==> src/sv/assert_macros.svh <==
// Assertion macros shared by the RTL of the tracking lock state manager.
// No dependencies; include by bare file name.
`ifndef ASSERT_MACROS_SVH
`define ASSERT_MACROS_SVH

// Antecedent holds in a cycle -> consequent holds in the same cycle.
`define ASSERT_IMPL(label, clk_s, rst_s, ante, cons, msg) \
  label: assert property (@(posedge clk_s) disable iff (rst_s) (ante) |-> (cons)) \
    else $error(msg);

// Antecedent holds in a cycle -> consequent holds in the next cycle.
`define ASSERT_NEXT(label, clk_s, rst_s, ante, cons, msg) \
  label: assert property (@(posedge clk_s) disable iff (rst_s) (ante) |=> (cons)) \
    else $error(msg);

`endif

==> src/sv/tlsm_pkg.sv <==
// Package of the tracking lock state manager: mode and transition codes,
// register indexes, fixed-point constants and the result record.
// No dependencies.
package tlsm_pkg;

  localparam int CfgIdxW  = 3;
  localparam int CfgDataW = 16;
  localparam int PhaseW   = 22;
  localparam int DriftW   = 32;

  localparam logic [1:0] MODE_ACQ   = 2'd0;
  localparam logic [1:0] MODE_CONF  = 2'd1;
  localparam logic [1:0] MODE_TRACK = 2'd2;

  localparam logic [1:0] TR_NONE      = 2'd0;
  localparam logic [1:0] TR_CONFIRMED = 2'd1;
  localparam logic [1:0] TR_TIMEOUT   = 2'd2;
  localparam logic [1:0] TR_LOST      = 2'd3;

  localparam logic [CfgIdxW-1:0] REG_CARRIER_THR  = 3'd0;
  localparam logic [CfgIdxW-1:0] REG_RATIO_TOL    = 3'd1;
  localparam logic [CfgIdxW-1:0] REG_CONFIRM_DEB  = 3'd2;
  localparam logic [CfgIdxW-1:0] REG_CONFIRM_TOUT = 3'd3;
  localparam logic [CfgIdxW-1:0] REG_LOSS_DEB     = 3'd4;

  // Q2.14 unity and chip constants with 12 fraction bits
  localparam logic [15:0] Q14_ONE      = 16'd16384;
  localparam logic [24:0] CHIPS_PERIOD = 25'd4190208;
  localparam logic [24:0] CHIPS_OFFSET = 25'd6285312;
  localparam logic [24:0] CHIPS_HALF   = 25'd2095104;

  typedef struct packed {
    logic signed [DriftW-1:0] drift_chips;
    logic                     good_block;
    logic [1:0]               transition;
    logic [1:0]               channel_mode;
  } result_t;

endpackage

==> src/sv/tracking_lock_state_manager.sv <==
// Lock detector of one tracking channel: takes start and block transactions,
// keeps mode, debounce counters and code drift, and returns one result each.
// Depends on tlsm_pkg, tlsm_drift and assert_macros.svh.
//
// Each accepted transaction gives exactly one result, via the input register and
// then the result register; unless the result stalls, one transaction is taken
// every cycle. The whole state update of an item happens in the single stage
// between the input register and the result register, so the next item always
// sees the state left by the previous one. A stalled result holds the result
// register, and the input register still takes one more transaction behind it.
`include "assert_macros.svh"

module tracking_lock_state_manager (
  input  logic                           clk,
  input  logic                           rst,
  input  logic                           cfg_we,
  input  logic [tlsm_pkg::CfgIdxW-1:0]   cfg_index,
  input  logic [tlsm_pkg::CfgDataW-1:0]  cfg_data,
  input  logic                           s_tvalid,
  output logic                           s_tready,
  // [15:0] carrier_lock, [31:16] code_lock_ratio, [53:32] code_phase, [55:54] zero
  input  logic [55:0]                    s_tdata,
  // [0] cmd
  input  logic                           s_tuser,
  output logic                           m_tvalid,
  input  logic                           m_tready,
  // [1:0] channel_mode, [3:2] transition, [4] good_block, [36:5] drift_chips,
  // [39:37] zero
  output logic [39:0]                    m_tdata
);
  import tlsm_pkg::*;

  // configuration
  logic signed [15:0] carrier_lock_threshold;
  logic [15:0]        code_ratio_tolerance;
  logic [15:0]        confirm_debounce;
  logic [15:0]        confirm_timeout;
  logic [15:0]        loss_debounce;

  // input register
  logic               in_valid;
  logic               in_cmd;
  logic signed [15:0] in_lock;
  logic [15:0]        in_ratio;
  logic [PhaseW-1:0]  in_phase;

  // channel state
  logic [1:0]               mode, mode_next;
  logic [15:0]              confirm_count, confirm_count_next;
  logic [15:0]              loss_count, loss_count_next;
  logic [15:0]              confirm_block_count, confirm_block_count_next;
  logic [PhaseW-1:0]        previous_phase, previous_phase_next;
  logic signed [DriftW-1:0] drift_sum, drift_sum_next;
  logic                     have_previous, have_previous_next;

  result_t result, result_next;
  logic    advance;
  logic    good;
  logic [15:0] dev;
  logic [15:0] cc_upd, lc_upd, cbc_upd;
  logic signed [DriftW-1:0] drift_added;

  assign advance  = in_valid && (!m_tvalid || m_tready);
  assign s_tready = !in_valid || advance;
  assign m_tdata  = {3'b000, result};

  always_ff @(posedge clk) begin
    if (rst) begin
      carrier_lock_threshold <= 16'sd4915;
      code_ratio_tolerance   <= 16'd4915;
      confirm_debounce       <= 16'd50;
      confirm_timeout        <= 16'd200;
      loss_debounce          <= 16'd200;
    end else if (cfg_we) begin
      unique case (cfg_index)
        REG_CARRIER_THR:  carrier_lock_threshold <= $signed(cfg_data);
        REG_RATIO_TOL:    code_ratio_tolerance   <= cfg_data;
        REG_CONFIRM_DEB:  confirm_debounce       <= cfg_data;
        REG_CONFIRM_TOUT: confirm_timeout        <= cfg_data;
        REG_LOSS_DEB:     loss_debounce          <= cfg_data;
        default: ;
      endcase
    end
  end

  always_ff @(posedge clk) begin
    if (rst) begin
      in_valid <= 1'b0;
    end else if (s_tready) begin
      in_valid <= s_tvalid;
    end
  end

  always_ff @(posedge clk) begin
    if (s_tvalid && s_tready) begin
      in_cmd   <= s_tuser;
      in_lock  <= $signed(s_tdata[15:0]);
      in_ratio <= s_tdata[31:16];
      in_phase <= s_tdata[53:32];
    end
  end

  tlsm_drift u_drift (
    .phase          (in_phase),
    .previous_phase (previous_phase),
    .drift_sum      (drift_sum),
    .drift_added    (drift_added)
  );

  always_comb begin
    dev     = (in_ratio >= Q14_ONE) ? in_ratio - Q14_ONE : Q14_ONE - in_ratio;
    good    = (in_lock >= carrier_lock_threshold) && (dev <= code_ratio_tolerance);
    cc_upd  = good ? ((confirm_count == 16'hFFFF) ? confirm_count : confirm_count + 16'd1)
                   : ((confirm_count == 16'd0) ? confirm_count : confirm_count - 16'd1);
    lc_upd  = good ? ((loss_count == 16'd0) ? loss_count : loss_count - 16'd1)
                   : ((loss_count == 16'hFFFF) ? loss_count : loss_count + 16'd1);
    cbc_upd = (confirm_block_count == 16'hFFFF) ? confirm_block_count
                                                : confirm_block_count + 16'd1;
  end

  always_comb begin
    mode_next                = mode;
    confirm_count_next       = confirm_count;
    loss_count_next          = loss_count;
    confirm_block_count_next = confirm_block_count;
    previous_phase_next      = previous_phase;
    drift_sum_next           = drift_sum;
    have_previous_next       = have_previous;
    result_next.transition   = TR_NONE;
    result_next.good_block   = 1'b0;

    if (!in_cmd) begin
      // start: enter confirming with everything cleared
      mode_next                = MODE_CONF;
      confirm_count_next       = 16'd0;
      loss_count_next          = 16'd0;
      confirm_block_count_next = 16'd0;
      previous_phase_next      = '0;
      drift_sum_next           = '0;
      have_previous_next       = 1'b0;
    end else begin
      unique case (mode)
        MODE_CONF: begin
          result_next.good_block   = good;
          confirm_count_next       = cc_upd;
          confirm_block_count_next = cbc_upd;
          // confirm wins a tie with the timeout
          if (cc_upd >= confirm_debounce) begin
            loss_count_next        = 16'd0;
            mode_next              = MODE_TRACK;
            result_next.transition = TR_CONFIRMED;
          end else if (cbc_upd >= confirm_timeout) begin
            mode_next              = MODE_ACQ;
            result_next.transition = TR_TIMEOUT;
            previous_phase_next    = '0;
            drift_sum_next         = '0;
            have_previous_next     = 1'b0;
          end
        end
        MODE_TRACK: begin
          result_next.good_block = good;
          loss_count_next        = lc_upd;
          if (lc_upd >= loss_debounce) begin
            mode_next              = MODE_ACQ;
            result_next.transition = TR_LOST;
            previous_phase_next    = '0;
            drift_sum_next         = '0;
            have_previous_next     = 1'b0;
          end else begin
            // first tracking block only records the phase
            if (have_previous) begin
              drift_sum_next = drift_added;
            end
            previous_phase_next = in_phase;
            have_previous_next  = 1'b1;
          end
        end
        default: begin
          mode_next = MODE_ACQ;
        end
      endcase
    end

    result_next.channel_mode = mode_next;
    result_next.drift_chips  = drift_sum_next;
  end

  always_ff @(posedge clk) begin
    if (rst) begin
      mode                <= MODE_ACQ;
      confirm_count       <= 16'd0;
      loss_count          <= 16'd0;
      confirm_block_count <= 16'd0;
      previous_phase      <= '0;
      drift_sum           <= '0;
      have_previous       <= 1'b0;
    end else if (advance) begin
      mode                <= mode_next;
      confirm_count       <= confirm_count_next;
      loss_count          <= loss_count_next;
      confirm_block_count <= confirm_block_count_next;
      previous_phase      <= previous_phase_next;
      drift_sum           <= drift_sum_next;
      have_previous       <= have_previous_next;
    end
  end

  always_ff @(posedge clk) begin
    if (rst) begin
      m_tvalid <= 1'b0;
    end else if (advance) begin
      m_tvalid <= 1'b1;
    end else if (m_tready) begin
      m_tvalid <= 1'b0;
    end
  end

  always_ff @(posedge clk) begin
    if (advance) begin
      result <= result_next;
    end
  end

  `ASSERT_IMPL(a_drift_only_tracking, clk, rst, mode != MODE_TRACK, drift_sum == '0, "drift outside tracking")
  `ASSERT_IMPL(a_lost_clears, clk, rst, m_tvalid && result.transition == TR_LOST, result.channel_mode == MODE_ACQ && result.drift_chips == '0, "lock loss did not clear")
  `ASSERT_IMPL(a_confirm_tracks, clk, rst, m_tvalid && result.transition == TR_CONFIRMED, result.channel_mode == MODE_TRACK, "confirm without tracking")
  `ASSERT_NEXT(a_result_follows, clk, rst, advance, m_tvalid && result.channel_mode == mode, "result lost or mode mismatch")

endmodule

==> src/sv/tlsm_drift.sv <==
// Code drift update: wraps the phase step into +-511.5 chips and adds it
// to the drift with 32-bit saturation. Depends on tlsm_pkg.
module tlsm_drift (
  input  logic [tlsm_pkg::PhaseW-1:0]        phase,
  input  logic [tlsm_pkg::PhaseW-1:0]        previous_phase,
  input  logic signed [tlsm_pkg::DriftW-1:0] drift_sum,
  output logic signed [tlsm_pkg::DriftW-1:0] drift_added
);
  import tlsm_pkg::*;

  logic [24:0]        offs;
  logic [24:0]        wrapped;
  logic signed [24:0] step;
  logic signed [32:0] sum;

  // offs lies below three chip periods, so two compares finish the modulo
  always_comb begin
    offs = {3'b000, phase} - {3'b000, previous_phase} + CHIPS_OFFSET;
    if (offs >= (CHIPS_PERIOD << 1)) begin
      wrapped = offs - (CHIPS_PERIOD << 1);
    end else if (offs >= CHIPS_PERIOD) begin
      wrapped = offs - CHIPS_PERIOD;
    end else begin
      wrapped = offs;
    end
    step = $signed(wrapped - CHIPS_HALF);
    sum  = {drift_sum[DriftW-1], drift_sum} + {{8{step[24]}}, step};
    if (sum[32] != sum[31]) begin
      drift_added = sum[32] ? {1'b1, {(DriftW-1){1'b0}}} : {1'b0, {(DriftW-1){1'b1}}};
    end else begin
      drift_added = sum[31:0];
    end
  end

endmodule

==> config.mk <==
export PLATFORM = sky130hd
export DESIGN_NAME = tracking_lock_state_manager
export DESIGN_NICKNAME = d
export VERILOG_FILES = /design/src/sv/tlsm_pkg.sv /design/src/sv/tracking_lock_state_manager.sv /design/src/sv/tlsm_drift.sv
export VERILOG_INCLUDE_DIRS = /design/src /design/src/sv
export SDC_FILE = /design/constraint.sdc
export NUM_CORES = 1
export LEC_CHECK = 0
export ABC_AREA = 1
export BUFFER_PORTS_ARGS = -buffer_cell sky130_fd_sc_hd__buf_2
export CORE_UTILIZATION = 30
export CTS_CLUSTER_SIZE = 40
export DETAILED_ROUTE_END_ITERATION = 12
export GPL_TIMING_DRIVEN = 0
export PLACE_DENSITY = 0.51
export SLEW_MARGIN = 40
export SYNTH_ARGS = -nofsm -noshare
export SYNTH_HDL_FRONTEND = slang
export SYNTH_SLANG_ARGS = --single-unit
==> constraint.sdc <==
create_clock -name clk -period 6.6 [get_ports clk]
set_input_delay 0.66 -clock clk [delete_from_list [all_inputs] [get_ports clk]]
set_output_delay 0.66 -clock clk [all_outputs]
set_load 0.02 [all_outputs]
==> Flow_metrics.wiki <==
{| class="wikitable"
! Metric !! Value
|-
| Die X || 257 um
|-
| Number of H-tree levels || 2
|-
| Category of the worst setup path capture point || flip-flop
|-
| Final setup skew || 0.0198 ns
|-
| TritonCTS Buffers || 36
|-
| Fraction of the yosys area taken by sequential cells || 0.332
|-
| Leakage Power || 10.7 nW
|-
| Antenna fix cells || 0
|-
| Final Core Density || 0.383
|-
| Worst slew margin relative to its limit || 0.436
|-
| Startpoint types || flip-flop
|-
| Remaining global-route overflow || 0
|-
| Clock root buffer || sky130_fd_sc_hd__clkbuf_16
|-
| Detailed-route DRC error count || 0
|-
| First-pass iteration count of the detailed router || 7
|-
| Floorplan Core Area || 64,500 sq um
|-
| Transition time at the pin with the least slew margin || 0.846 ns
|-
| CP Data Arrival Time || 6.93 ns
|-
| Number of antenna violations at the first check in global routing || 0
|-
| Hold path depth || 1
|-
| Max Clk Rate || 151 MHz
|-
| Warning count from the yosys run || 0
|-
| Input/output buffers || 116
|-
| Critical-path maximum fanout || 10
|-
| Synthesized netlist cell count || 2,755
|-
| Hold Violations, Final || 0
|-
| Outcome || finished, violations left
|-
| Power per cell area || 234 nW/um^2
|-
| Fin crit period || 6.63 ns
|-
| Path depth of the worst reg2reg path || 43
|-
| Final instance count without filler cells || 3,881
|-
| Fraction of the cycle the final worst path needs || 1.00
|-
| Type of the worst setup path || flip-flop to flip-flop
|-
| Register-to-register setup slack || -0.03 ns
|-
| Commonest cells in the synthesized netlist || sky130_fd_sc_hd__nand2_1 (573), sky130_fd_sc_hd__inv_1 (425), sky130_fd_sc_hd__a21oi_1 (273)
|-
| CTS tree || built
|-
| Synth top area share || 0.191
|-
| Effective utilization at floorplan || 0.304
|-
| Async SR Flop Fraction || 0
|-
| Sum of routed wire length over all layers || 61,000 um
|-
| Maximum number of pins on one net before global-route repair || 33
|-
| Area growth, synth to finish || 26.2%
|-
| Setup violation total in the final timing report || 2
|-
| Vias in the first global route || 17,700
|-
| Number of nets still failing antenna checks after routing || 0
|-
| Number of max-cap violations || 0
|-
| Number of cell rows || 93
|-
| Total via count in the routed design || 18,700
|-
| Clock tree buffer depth || 3
|-
| Die outline area || 66,300 sq um
|-
| Synthesized flop and latch total || 279
|-
| Most instantiated flip-flop cell in the synthesis netlist || sky130_fd_sc_hd__dfxtp_1
|-
| Detailed router's first-iteration violation count || 1,280
|-
| Yosys top cell by area || sky130_fd_sc_hd__dfxtp_1
|-
| I/O Pins || 123
|-
| Cell area after placement || 21,300 sq um
|-
| EDFF count, synth || 92
|-
| CTS clock-pin slew for the worst setup and hold paths || 0.06 ns
|-
| Vertical die dimension || 257 um
|-
| Hold-fix buffer count after cts || 0
|-
| Tightest Hold Check Type || primary input to flip-flop
|-
| Post-synthesis cell area || 19,600 sq um
|-
| HPWL after detailed placement || 45,300 um
|-
| Clock network latency to the later pin of the worst-skew pair || 0.57 ns
|-
| Post-route cell area || 24,700 sq um
|-
| Layout cell share with drive strength beyond 1 || 0.192
|-
| Crit-path slowest cell || sky130_fd_sc_hd__edfxtp_1
|-
| Vias per std cell || 4.82
|-
| Count of clock tree sinks || 279
|-
| Critical Path Most Common Cell || sky130_fd_sc_hd__nand2_4
|-
| Global-route total usage across every layer || 0.180
|-
| RD Place Congestion || 0.889
|-
| Mean instance size in the synthesized netlist || 7.11 sq um
|-
| Violations in the final reports || negative setup slack
|-
| Worst supply voltage drop on vdd || 175 uV
|-
| Library cell with the highest instance count after synthesis || sky130_fd_sc_hd__nand2_1
|-
| Largest stage delay, worst path || 0.48 ns
|-
| Distinct cells, synth || 58
|-
| Global-route wire length before repair || 96,300 um
|-
| Number of pins exceeding their max-slew limit in the final report || 0
|-
| Post-layout net count || 3,230
|-
| Final sum of negative setup slack || -0.0318 ns
|-
| Slack of the critical path || -0.0260 ns
|-
| Worst EP required || 6.90 ns
|-
| Total instance count after detailed placement || 3,730
|-
| Wire per inst || 15.7 um
|-
| Unrepaired setup endpoints after global routing || yes
|-
| Cells taking the most area after synthesis || sky130_fd_sc_hd__dfxtp_1 (19%), sky130_fd_sc_hd__edfxtp_1 (14%), sky130_fd_sc_hd__nand2_1 (11%)
|}
cells in the final DEF, fill, tap and decap left out, types with 40 or more instances in the layout:
cell type | Yosys | routed
sky130_fd_sc_hd__a21oi_1 | 273 | 243
sky130_fd_sc_hd__buf_2 | 1 | 117
sky130_fd_sc_hd__o21ai_0 | 169 | 152
sky130_fd_sc_hd__nor2_1 | 174 | 152
sky130_fd_sc_hd__clkbuf_16 | 0 | 40
sky130_fd_sc_hd__edfxtp_1 | 92 | 92
sky130_fd_sc_hd__dfxtp_1 | 187 | 187
sky130_fd_sc_hd__nand3_1 | 159 | 133
sky130_fd_sc_hd__clkbuf_1 | 84 | 76
sky130_fd_sc_hd__inv_1 | 425 | 404
sky130_fd_sc_hd__nor3_1 | 50 | 41
sky130_fd_sc_hd__ha_1 | 149 | 119
sky130_fd_sc_hd__buf_4 | 3 | 79
sky130_fd_sc_hd__nand2_1 | 573 | 513
sky130_fd_sc_hd__xor2_1 | 87 | 80
sky130_fd_sc_hd__o211ai_1 | 58 | 58
sky130_fd_sc_hd__nand2_2 | 16 | 49
sky130_fd_sc_hd__nand4_1 | 52 | 52
path summary, 6_finish.rpt:
| path | start | endpoint |
|---|---|---|
| worst max-delay path | in_phase[0] | m_tdata[16] |
| worst min-delay path | s_tdata[31] | in_ratio[15] |
| worst max register to register | in_phase[0] | m_tdata[16] |
| worst min register to register | previous_phase[17] | previous_phase[17] |
cells by family after synthesis:
kind of cell | Yosys count | share of synthesized area
flip-flops | 279 | 0.332
AO/OA/AOI/OAI | 581 | 0.165
buffers and inverters | 539 | 0.105
XOR/XNOR | 118 | 0.0537
adder cells (fa/ha/maj) | 151 | 0.0973
other | 1 | 0.000192
AND/OR/NAND/NOR | 1085 | 0.246
multiplexers | 1 | 0.000511
worst max-delay path, delay by kind of cell (launching register included):
kind | cells | cell delay [ns]
adders and majority gates | 4 | 0.92
AOI/OAI and AO/OA | 3 | 0.61
buffers and inverters | 12 | 1.43
and+or+nand+nor | 23 | 2.73
xor gates and xnor gates | 1 | 0.18
DFF | 1 | 0.48
state kept, by name, summed over array words and instances, names as in the netlist:
name	flops
carrier_lock_threshold	16
code_ratio_tolerance	16
confirm_block_count	16
confirm_count	16
confirm_debounce	16
confirm_timeout	16
drift_sum	32
have_previous	1
in_cmd	1
in_lock	16
in_phase	22
in_ratio	16
in_valid	1
loss_count	16
loss_debounce	16
m_tdata	37
m_tvalid	1
mode	2
previous_phase	22
per-layer routing:
layer	up-vias	global-route usage	part of all wire
li1	9628	-	-
met5	-	0	0
met3	75	0.0308	0.054
met2	413	0.282	0.44
met1	8605	0.252	0.48
met4	0	0.0500	0.020
repair_timing:
action / in CTS / in global routing
endpoints found under the hold margin: 0 / 0
gates cloned: 4 / 1
endpoints found under the setup margin: 108 / 107
buffers inserted: 49 / 34
pin swaps: 75 / 118
gates resized for setup: 193 / 196
layout make-up:
cell class / count / area, sq um
Timing Repair Buffer: 204 / 1360
Clock inverter: 11 / 170
Tap cell: 855 / 1070
Buffer: 94 / 497
Fill cell: 6823 / 39800
Sequential cell: 279 / 6510
Multi-Input combinational cell: 1940 / 12300
Clock buffer: 55 / 1060
Inverter: 443 / 1700
stage by stage:
step	worst slack, ns	hold WS [ns]	power, W
after global routing	-0.359	0.238	0.00609
after floorplan	0.285	0.435	0.00289
after global placement	-1.45	0.452	0.00328
after CTS	-0.0357	0.232	0.00563
after detailed placement	-1.50	0.455	0.00328
final	-0.0260	0.268	0.00578
where the power goes:
group / switching (W) / leakage (nW) / internal, W
Combinational: 0.00113 / 7.72 / 0.000689
Clock: 0.000822 / 0.598 / 0.00124
Sequential: 0.0000475 / 2.42 / 0.00185
Note: power is estimated with default switching activity, not from simulation.
